`config.mk`:
```
export PLATFORM = sky130hd
export DESIGN_NAME = ttl_dedup_event_table
export DESIGN_NICKNAME = d
export VERILOG_FILES = /design/src/hw/rtl/tdet_pkg.sv /design/src/hw/rtl/tdet_store.sv /design/src/hw/rtl/ttl_dedup_event_table.sv
export SDC_FILE = /design/constraint.sdc
export NUM_CORES = 2
export LEC_CHECK = 0
export ABC_AREA = 1
export BUFFER_PORTS_ARGS = -buffer_cell sky130_fd_sc_hd__buf_2
export CORE_UTILIZATION = 32
export DETAILED_ROUTE_END_ITERATION = 7
export GPL_ROUTABILITY_DRIVEN = 0
export PLACE_DENSITY = 0.44
export SYNTH_ARGS = -nofsm -noshare
export SYNTH_HDL_FRONTEND = slang
export SYNTH_SLANG_ARGS = --single-unit
```
`constraint.sdc`:
```
create_clock -name clk_i -period 24.3 [get_ports clk_i]
set_input_delay 4.86 -clock clk_i [delete_from_list [all_inputs] [get_ports clk_i]]
set_output_delay 4.86 -clock clk_i [all_outputs]
set_load 0.01 [all_outputs]
```
`src/hw/rtl/tdet_pkg.sv`:
```
// ----------------------------------------------------------------------------
// tdet_pkg
// Shared types and constants of the timed event dedup table.
// ----------------------------------------------------------------------------
`default_nettype none
package tdet_pkg;
  localparam int unsigned Slots = 16;
  localparam int unsigned SlotW = $clog2(Slots);
  localparam int unsigned CntW = $clog2(Slots + 1);
  localparam logic [14:0] TtlMax = 15'd30000;

  localparam logic [1:0] OpSubmit = 2'd0;
  localparam logic [1:0] OpExpire = 2'd1;
  localparam logic [1:0] OpQuery = 2'd2;

  localparam logic [3:0] StAccepted = 4'd0;
  localparam logic [3:0] StDuplicate = 4'd1;
  localparam logic [3:0] StSchema = 4'd2;
  localparam logic [3:0] StDevice = 4'd3;
  localparam logic [3:0] StBoot = 4'd4;
  localparam logic [3:0] StTtl = 4'd5;
  localparam logic [3:0] StConflict = 4'd6;
  localparam logic [3:0] StExpired = 4'd7;
  localparam logic [3:0] StCapacity = 4'd8;

  localparam logic [0:0] CfgDevice = 1'b0;
  localparam logic [0:0] CfgBoot = 1'b1;

  // one slot record as read from the table
  typedef struct packed {
    logic [63:0] key;
    logic [63:0] print;
    logic [63:0] deadline;
    logic [14:0] first_ttl;
    logic [1:0]  severity;
  } rec_t;

  typedef struct packed {
    logic [3:0]  status;
    logic        accepted;
    logic        found;
    logic [1:0]  severity;
    logic [63:0] key;
    logic [14:0] remaining;
  } res_t;
endpackage
`default_nettype wire

```
`src/hw/rtl/tdet_store.sv`:
```
// ----------------------------------------------------------------------------
// tdet_store
// Slot record memory plus used and emitted flags.
// ----------------------------------------------------------------------------
`default_nettype none
module tdet_store (
  input  wire logic                      clk_i,
  input  wire logic                      rst_ni,
  input  wire logic [tdet_pkg::SlotW-1:0] rd_idx_i,
  output tdet_pkg::rec_t                 rd_rec_o,
  output logic [tdet_pkg::Slots-1:0]     used_o,
  output logic [tdet_pkg::Slots-1:0]     emitted_o,
  input  wire logic                      wr_i,
  input  wire logic [tdet_pkg::SlotW-1:0] wr_idx_i,
  input  tdet_pkg::rec_t                 wr_rec_i,
  input  wire logic                      emit_i,
  input  wire logic [tdet_pkg::SlotW-1:0] emit_idx_i
);
  import tdet_pkg::*;

  rec_t mem_q [Slots];
  logic [Slots-1:0] used_q, emitted_q;

  always_ff @(posedge clk_i) begin
    if (wr_i) begin
      mem_q[wr_idx_i] <= wr_rec_i;
    end
    rd_rec_o <= mem_q[rd_idx_i];
  end

  always_ff @(posedge clk_i or negedge rst_ni) begin
    if (!rst_ni) begin
      used_q <= '0;
      emitted_q <= '0;
    end else begin
      if (wr_i) begin
        used_q[wr_idx_i] <= 1'b1;
        emitted_q[wr_idx_i] <= 1'b0;
      end
      if (emit_i) begin
        emitted_q[emit_idx_i] <= 1'b1;
      end
    end
  end

  assign used_o = used_q;
  assign emitted_o = emitted_q;
endmodule
`default_nettype wire

```
`src/hw/rtl/ttl_dedup_event_table.sv`:
```
// ----------------------------------------------------------------------------
// ttl_dedup_event_table
// Table of sixteen timed event records with submit, expire-next and query.
// ----------------------------------------------------------------------------
// An operation is taken when start_i is high and busy_o is low. Each one
// that passes the pre-sweep checks sweeps the sixteen slots through a single
// memory read port, one slot a cycle, then finishes in S_FIN and S_OUT;
// rejects found before the sweep go straight to S_FIN. The result is
// shown for one cycle with done_o; the receiver cannot stall it.
`default_nettype none
module ttl_dedup_event_table (
  input  wire logic        clk_i,
  input  wire logic        rst_ni,
  input  wire logic        start_i,
  output logic             busy_o,
  input  wire logic [1:0]  opcode_i,
  input  wire logic [63:0] now_time_i,
  input  wire logic [63:0] event_key_i,
  input  wire logic [63:0] content_print_i,
  input  wire logic        schema_ok_i,
  input  wire logic [63:0] device_tag_i,
  input  wire logic [63:0] boot_tag_i,
  input  wire logic [15:0] ttl_request_i,
  input  wire logic [1:0]  severity_in_i,
  input  wire logic        cfg_valid_i,
  output logic             cfg_ready_o,
  input  wire logic        cfg_index_i,
  input  wire logic [63:0] cfg_data_i,
  output logic             done_o,
  output logic [3:0]       status_o,
  output logic             accepted_o,
  output logic             found_o,
  output logic [1:0]       severity_out_o,
  output logic [63:0]      key_out_o,
  output logic [14:0]      remaining_ms_o
);
  import tdet_pkg::*;

  typedef enum logic [3:0] {
    S_IDLE = 4'b0001,
    S_SCAN = 4'b0010,
    S_FIN  = 4'b0100,
    S_OUT  = 4'b1000
  } state_e;

  state_e state_q, state_d;
  logic [63:0] own_dev_q, own_boot_q;
  logic [1:0]  op_q;
  logic [63:0] now_q, key_q, print_q;
  logic [14:0] ttl_q;
  logic [1:0]  sev_q;
  logic [CntW-1:0] cnt_q;       // read address counter
  logic [SlotW-1:0] cmp_idx_q;  // slot whose data is on the read port
  logic        cmp_vld_q;
  logic        hit_q, hit_d;
  logic [SlotW-1:0] hit_idx_q, hit_idx_d;
  logic        hit_done_q, hit_done_d;
  logic        best_q, best_d;
  logic [1:0]  best_sev_q, best_sev_d;
  logic [63:0] best_key_q, best_key_d, best_dl_q, best_dl_d;
  logic [3:0]  early_st_q;
  logic        early_q;
  res_t        res_q, res_d;

  rec_t rd_rec, wr_rec;
  logic [Slots-1:0] used, emitted;
  logic wr_en, emit_en;
  logic [SlotW-1:0] wr_idx;
  logic take;

  tdet_store u_store (
    .clk_i, .rst_ni,
    .rd_idx_i(cnt_q[SlotW-1:0]), .rd_rec_o(rd_rec),
    .used_o(used), .emitted_o(emitted),
    .wr_i(wr_en), .wr_idx_i(wr_idx), .wr_rec_i(wr_rec),
    .emit_i(emit_en), .emit_idx_i(hit_idx_q)
  );

  assign take = start_i && !busy_o;
  assign busy_o = (state_q != S_IDLE);
  assign cfg_ready_o = 1'b1;

  always_ff @(posedge clk_i or negedge rst_ni) begin
    if (!rst_ni) begin
      own_dev_q <= '0;
      own_boot_q <= '0;
    end else if (cfg_valid_i) begin
      unique case (cfg_index_i)
        CfgDevice: own_dev_q <= cfg_data_i;
        CfgBoot:   own_boot_q <= cfg_data_i;
        default:   ;
      endcase
    end
  end

  // pre-sweep checks for submit
  logic [3:0] early_st;
  logic early;
  always_comb begin
    early = 1'b1;
    early_st = StAccepted;
    if (!schema_ok_i || severity_in_i == 2'd3) early_st = StSchema;
    else if (device_tag_i != own_dev_q) early_st = StDevice;
    else if (boot_tag_i != own_boot_q) early_st = StBoot;
    else if (ttl_request_i == 16'd0 || ttl_request_i > {1'b0, TtlMax}) early_st = StTtl;
    else early = 1'b0;
    if (opcode_i != OpSubmit) early = 1'b0;
  end

  // per-slot compare on the read data
  logic live, exp_now, less_sev;
  logic [63:0] diff;
  always_comb begin
    live = cmp_vld_q && used[cmp_idx_q];
    exp_now = now_q >= rd_rec.deadline;
    less_sev = rd_rec.severity > best_sev_q;
    hit_d = hit_q;
    hit_idx_d = hit_idx_q;
    hit_done_d = hit_done_q;
    best_d = best_q;
    best_sev_d = best_sev_q;
    best_key_d = best_key_q;
    best_dl_d = best_dl_q;
    if (live && !hit_done_q) begin
      case (op_q)
        OpSubmit: if (rd_rec.key == key_q) begin
          hit_d = 1'b1; hit_idx_d = cmp_idx_q; hit_done_d = 1'b1;
          best_key_d = rd_rec.print; best_dl_d = rd_rec.deadline;
          best_sev_d = rd_rec.severity;
          best_d = (rd_rec.print != print_q) || (ttl_q > rd_rec.first_ttl);
        end
        OpExpire: if (!emitted[cmp_idx_q] && exp_now) begin
          hit_d = 1'b1; hit_idx_d = cmp_idx_q; hit_done_d = 1'b1;
          best_sev_d = rd_rec.severity; best_key_d = rd_rec.key;
        end
        default: if (!exp_now && (!hit_q || less_sev)) begin
          hit_d = 1'b1; hit_idx_d = cmp_idx_q;
          best_sev_d = rd_rec.severity; best_key_d = rd_rec.key;
          best_dl_d = rd_rec.deadline;
        end
      endcase
    end
    diff = best_dl_q - now_q;
  end

  logic [14:0] left;
  assign left = (diff > {49'd0, TtlMax}) ? TtlMax : diff[14:0];

  // free slot choice
  logic free_ok;
  logic [SlotW-1:0] free_idx;
  always_comb begin
    free_ok = 1'b0;
    free_idx = '0;
    for (int i = Slots - 1; i >= 0; i--) begin
      if (emitted[i]) begin free_ok = 1'b1; free_idx = SlotW'(i); end
    end
    for (int i = Slots - 1; i >= 0; i--) begin
      if (!used[i]) begin free_ok = 1'b1; free_idx = SlotW'(i); end
    end
  end

  logic ovf;
  assign ovf = now_q > (64'hFFFF_FFFF_FFFF_FFFF - {49'd0, ttl_q});

  always_comb begin
    res_d = '0;
    wr_en = 1'b0;
    emit_en = 1'b0;
    wr_idx = free_idx;
    wr_rec.key = key_q;
    wr_rec.print = print_q;
    wr_rec.deadline = now_q + {49'd0, ttl_q};
    wr_rec.first_ttl = ttl_q;
    wr_rec.severity = sev_q;
    if (early_q) begin
      res_d.status = early_st_q;
      res_d.severity = (early_st_q == StSchema) ? 2'd0 : sev_q;
    end else begin
      case (op_q)
        OpSubmit: begin
          res_d.severity = sev_q;
          if (hit_q) begin
            if (best_q) res_d.status = StConflict;
            else if (now_q >= best_dl_q) res_d.status = StExpired;
            else begin
              res_d.status = StDuplicate;
              res_d.accepted = 1'b1;
              res_d.severity = best_sev_q;
              res_d.remaining = left;
            end
          end else if (!free_ok || ovf) begin
            res_d.status = StCapacity;
          end else begin
            res_d.status = StAccepted;
            res_d.accepted = 1'b1;
            res_d.remaining = ttl_q;
            wr_en = (state_q == S_FIN);
          end
        end
        OpExpire: if (hit_q) begin
          res_d.found = 1'b1;
          res_d.severity = best_sev_q;
          res_d.key = best_key_q;
          emit_en = (state_q == S_FIN);
        end
        OpQuery: if (hit_q) begin
          res_d.found = 1'b1;
          res_d.severity = best_sev_q;
          res_d.key = best_key_q;
          res_d.remaining = left;
        end
        default: ;
      endcase
    end
  end

  always_comb begin
    state_d = state_q;
    unique case (state_q)
      S_IDLE: if (take) state_d = early ? S_FIN : S_SCAN;
      S_SCAN: if (cmp_vld_q && cmp_idx_q == SlotW'(Slots - 1)) state_d = S_FIN;
      S_FIN:  state_d = S_OUT;
      S_OUT:  state_d = S_IDLE;
      default: state_d = S_IDLE;
    endcase
  end

  always_ff @(posedge clk_i or negedge rst_ni) begin
    if (!rst_ni) begin
      state_q <= S_IDLE;
      cnt_q <= '0;
      cmp_vld_q <= 1'b0;
      hit_q <= 1'b0;
      hit_done_q <= 1'b0;
      early_q <= 1'b0;
      done_o <= 1'b0;
    end else begin
      state_q <= state_d;
      done_o <= (state_q == S_FIN);
      if (take) begin
        cnt_q <= '0;
        cmp_vld_q <= 1'b0;
        hit_q <= 1'b0;
        hit_done_q <= 1'b0;
        early_q <= early;
      end else if (state_q == S_SCAN) begin
        cmp_vld_q <= (cnt_q < CntW'(Slots));
        if (cnt_q < CntW'(Slots)) cnt_q <= cnt_q + 1'b1;
        hit_q <= hit_d;
        hit_done_q <= hit_done_d;
      end
    end
  end

  always_ff @(posedge clk_i) begin
    if (take) begin
      op_q <= opcode_i;
      now_q <= now_time_i;
      key_q <= event_key_i;
      print_q <= content_print_i;
      ttl_q <= ttl_request_i[14:0];
      sev_q <= severity_in_i;
      early_st_q <= early_st;
      best_q <= 1'b0;
      best_sev_q <= '0;
    end else if (state_q == S_SCAN) begin
      cmp_idx_q <= cnt_q[SlotW-1:0];
      hit_idx_q <= hit_idx_d;
      best_q <= best_d;
      best_sev_q <= best_sev_d;
      best_key_q <= best_key_d;
      best_dl_q <= best_dl_d;
    end
    if (state_q == S_FIN) res_q <= res_d;
  end

  assign status_o = res_q.status;
  assign accepted_o = res_q.accepted;
  assign found_o = res_q.found;
  assign severity_out_o = res_q.severity;
  assign key_out_o = res_q.key;
  assign remaining_ms_o = res_q.remaining;
endmodule
`default_nettype wire

```
# == Yosys cells after proc, flatten, opt, wreduce, memory -nomap -nowiden ==
# Memory sizes are Yosys's and may differ from the RTL's. A register that Yosys moved wholly into a read port is not among the register bits.
# Index checks and enable logic that the tools add are counted.
# classes
n_addsub,4
n_mul,0
n_div,0
n_lt_le_gt_ge,13
eq_ne,19
shifts,0
mux,151
bitwise_logic,8
n_reduce_logical,44
# op_table
cell,count
64-bit case mux with 2 select lines,3
64-bit two-way mux,5
64-bit inequality test,3
4-bit two-way mux,40
64-bit greater-or-equal comparator,2
82-bit two-way mux,1
15-bit two-way mux,5
67-bit two-way mux,1
1-bit two-way mux,65
64-bit by 15-bit adder with 64-bit output,1
64-bit == test,1
"64-bit by 15-bit greater-than comparator with 1-bit output, second input constant",1
64-bit greater-than comparator,1
64-bit subtractor,1
16-bit two-way mux,2
16-bit OR,2
15-bit case mux with 2 select lines,1
5-bit two-way mux,5
"1-bit by 16-bit subtractor with 17-bit output, first input constant",1
16-bit bitwise AND,1
"16-bit by 15-bit greater-than comparator with 1-bit output, second input constant",1
16-bit logical NOT,1
2-bit two-way mux,8
16-bit NOT,1
other kinds (37),86
# word_totals
register_bits,615
latchBits,0
mem_bits_rw,3344
rom_bits,0
inputBits,410
output_inout_bits,90
word_cells,272
mem_count,1
# mem_list
memory,depth,width,rd,rd_ports_with_merged_regs,wr,line_no,text
u_store.mem_q,16,209,1,1,1,tdet_store.sv:21,rec_t mem_q [Slots];

# == Logic depth before layout (Yosys ltp) ==
# depth
depth_word,41
depth_mapped,35
ltp_nobuf,35

# == Modules after synthesis ==
# From an unflattened synthesis, not the netlist that was laid out.
# unflattened
cells_unflattened,16032
area_unflattened_um2,176164.0
# modules_own_cells
module,instances,cells_per_inst,area_each_um2,seq_area_each_um2
tdet_store,1,12496,143293.7,105401.1
ttl_dedup_event_table,1,3536,32870.3,16737.3

# == Worst setup path after synthesis ==
# OpenSTA, ideal clock, no wires.
# synth_timing
path_type,input port to flip-flop
startpoint,in start_i
endpoint,"reg best_dl_q[0], enable pin"
setup_ns,0.691
arrival_ns,16.726
slack_ns,6.883
stages,5
path_buffers,0
path_cell_list,inv_1 nor2_1 inv_1 o211ai_1 a21oi_1
# synth_via
elab_chain_len,3
# synth_rtl
item,line_no,text
from (decl),ttl_dedup_event_table.sv:14,"input wire logic start_i,"
1-bit logical AND,ttl_dedup_event_table.sv:79,assign take = start_i && !busy_o;
named net take,ttl_dedup_event_table.sv:69,logic take;
1-bit NOT (no line),--,
6-bit AND reduction (no line),--,
to (signal assigned),ttl_dedup_event_table.sv:273,best_dl_q <= best_dl_d;
to (decl),ttl_dedup_event_table.sv:60,"logic [63:0] best_key_q, best_key_d, best_dl_q, best_dl_d;"
# The timed path passes the listed nets, and every way through them passes these cells.
# A chain may end at the register's enable or synchronous reset.

# == Final worst setup path ==
# layout_timing
startpoint,in start_i
endpoint,"reg key_q[13], enable pin"
# layout_via
elab_chain_len,1
# layout_rtl
item,line_no,text
1-bit logical AND,ttl_dedup_event_table.sv:79,
named net take,ttl_dedup_event_table.sv:69,
to (signal assigned),ttl_dedup_event_table.sv:260,key_q <= event_key_i;
to (decl),ttl_dedup_event_table.sv:49,"logic [63:0] now_q, key_q, print_q;"
# The timed path passes the listed nets, and every way through them passes these cells.

==> reports/metrics.csv <==
metric,value,unit
sequential share of power,45.0,%
Synth Area in Simple Gates,9.23,%
Synth area leaders,"edfxtp_1 68%, o21ai_0 5.8%, nor2_1 4.4%, dfrtp_1 2.6%, dfxtp_1 2.6%",
top-count cell post-synth,edfxtp_1,
Slew HR,13.8,%
clock sink count,4167,
antenna-violating nets left,0,
Final Max Slew Viols,0,
Syn Nets,13500,
Post-synth top flop,edfxtp_1,
asr flop ratio synth,4.18,%
Via density,5.13,
Most common cell on crit path,buf_4,
crit path buf inv count,6,
maximum clock frequency,140,MHz
final core occ,37.1,%
pwr/cell area,108,mW/mm²
critical path arrival,7820,ps
row count,264,
post-synthesis sequential area ratio,73.6,%
worst path required time,24960,ps
crit path time final,7160,ps
post-synthesis cell count,12900,
Routed WL,546000,µm
initial DRC count,9488,
dpl cells,19800,
final setup TNS,0,ps
largest area contributor in the netlist,edfxtp_1,
Root Driver,clkbuf_16,
Int Power,13800,µW
cts repair resizes,0,
grt total ovfl,0,
first-pass GRT wire length,775000,µm
Hold WC Path Type,register to register,
Post-Synth XOR/XNOR Area,1.80,%
maximum root-to-sink buffer count,4,
Post CTS Setup Buffer Count,0,
TritonCTS clock tree,built,
initial antenna violation count,37,
Die W,722,µm
Ports,500,
worst clock skew,108,ps
sw frac,33.0,%
Setup CP Type,input pin to register,
worst slew pin tran,1290,ps
Vias,106000,
Core Area,0.517,mm²
largest family of logic cells by synthesized area,compound AO/OA/AOI/OAI gates,
Netlist cell types,78,
Logic pwr share,21.8,%
Setup Viol. Count Final,0,
"Hold Vio Cnt, Final",0,
max incr delay on CP,730,ps
mux share of post-synthesis cell area,0.0121,%
area fraction in compound gates after synthesis,11.0,%
Clock power frac,33.2,%
status,"finished, violations left",
final setup margin,17140,ps
crit path cell chain,buf_2 -> inv_1 -> nor2_4 -> buf_4 -> buf_4 -> buf_4 -> buf_4,
adder-cell share of the synthesized area,1.28,%
Setup WS pre-CTS,16010,ps
"EDFF count, synth",3781,
RSZ-0062 raised after global routing,false,
switching power,6800,µW
syn_area_per_cell,12.9,µm²
clock latency on the worst-skew pair,1060,ps
Worst setup SP type,input pin,
clk slew on worst S/H paths,60,ps
total global-route track usage,20.3,%
hold buffers post-CTS,0,
non-filler instance count after layout,20700,
die footprint,0.521,mm²
post-synthesis cell area,0.166,mm²
DRC Markers,168,
synth warn,0,
crit path max fanout,42,
failing checks,DRC,
layout cells sized above 1,11.3,%
vias in the first global route,103000,
Synth Register Bits,4167,
initial core utilization,32.1,%
"Largest delay share family, worst path",buffers and inverters,
Max VDD drop,0.114,mV
wire length per cell,26.4,µm
CTS Buf Count,456,
"Slowest-stage cell, CP",buf_4,
most instantiated cells after synthesis,"3,781 x edfxtp_1, 1,946 x nor2_1, 1,907 x o21ai_0, 1,099 x nand2_1, 696 x clkbuf_1",
H-tree lvl count,5,
P_leak,0.0654,µW
DP Wirelength,318000,µm
port buffer count,498,
drt pass-1 iters,8,
Setup crit end kind,register,
area grow syn2layout,15.5,%
die height,722,µm
top cell type's share of synthesized area,68.4,%
largest net degree at the start of global routing,185,
Max Cap Viol,0,
fin crit share,29.5,%
number of nets in the layout,14000,
-- power by group through the flow --
stage / clock network [µW] / registers, µW / logic, µW
after floorplan: 0 / 9150 / 2750
after global placement: 0 / 9440 / 4550
after detailed placement: 0 / 9430 / 4530
after CTS: 7000 / 9290 / 4550
after global routing: 7260 / 9310 / 4980
final: 6850 / 9280 / 4480
-- worst register-to-register path, stage by stage, from the launching register on --
cell and delay (ps):
edfxtp_1 850, ha_1 430, a21oi_1 210, o21ai_0 200, and2_1 190, o21ai_0 230
o211ai_1 150, a21oi_1 290, nand4_1 260, a21oi_1 210, inv_1 80, nor2_1 210
nand3_1 240, inv_8 460, buf_4 860, buf_4 870, buf_4 920
-- cell families (layout without fill, tap and decap cells) --
kind of cell / after synthesis / in the layout
DFF: 4167 / 4167
xor gates and xnor gates: 341 / 341
AOI/OAI and AO/OA: 3160 / 3160
muxes: 2 / 2
adders and majority gates: 168 / 168
other: 1 / 15
and+or+nand+nor: 3741 / 3741
buffers and inverters: 1326 / 2209
-- final cells by class --
cell class,count,area (µm²)
flip-flops and latches,4167,122000
repair buffers,759,4640
diodes,14,35.0
clock inverters,241,2340
clock buffers,619,12400
inverters,590,2330
multi-input cells,7413,39000
fillers,50300,325000
well taps,6916,8650
-- placed cells by master (no fill, tap or decap), drive strengths merged, types with 8 or more instances in the layout --
cell / n
o221ai: 344
nand4: 52
dfrtp: 173
ha: 166
nand2: 1111
inv: 601
clkbuf: 620
o21a: 12
a21oi: 194
o21ai: 1916
xnor2: 65
clkinv: 191
o211ai: 92
diode: 14
clkinvlp: 13
dfxtp: 212
or2: 23
xor2: 276
nand3: 449
a31oi: 41
nor4: 77
nor2: 1953
bufinv: 26
edfxtp: 3781
o22ai: 501
buf: 758
nor3: 56
a21boi: 8
-- sequential cells by signal, indices dropped and copies added, names as in the netlist, 2 cells and up --
register and count:
best_key_q 64, op_q 2, status_o 4, severity_out_o 2, key_out_o 64, print_q 64
now_q 64, best_dl_q 64, own_boot_q 64, remaining_ms_o 15, hit_idx_q 4, cnt_q 5
state_q 4, u_store.emitted_o 16, ttl_q 15, u_store.rd_rec_o 209, u_store.mem_q 3344, best_sev_q 2
own_dev_q 64, cmp_idx_q 4, early_st_q 3, key_q 64, sev_q 2, u_store.used_o 16
-- layer usage --
metal	track usage [%]	wire, µm	vias up
met5	0	56	-
met4	4.43	11900	8
met3	2.46	27100	657
met2	32.8	253000	2715
met1	29.3	255000	54500
li1	-	-	48400
-- metrics by stage --
stage               power [µW]  instance area (µm²)  hold WS [ps]
floorplan                11900               166000           408
global placement         14000               177000           419
detailed placement       14000               177000           421
CTS                      20800               192000           435
global route             21600               192000           446
finish                   20600               192000           432
-- path summary, 6_finish.rpt --
check                                              to            startpoint  slack, ps  cells past startpoint
min in group asynchronous               own_dev_q[42]                rst_ni       3990                      1
worst min register to register          best_dl_q[29]  u_store.rd_rec_o[46]        430                      0
worst max-delay path                        key_q[13]               start_i      17140                      7
worst max register to register  u_store.mem_q[2][139]              ttl_q[3]      17240                     16
worst min-delay path                    best_dl_q[29]  u_store.rd_rec_o[46]        430                      0
max in group asynchronous                    cnt_q[0]                rst_ni      18630                      2
No activity file was read; power rests on OpenSTA's default activity.
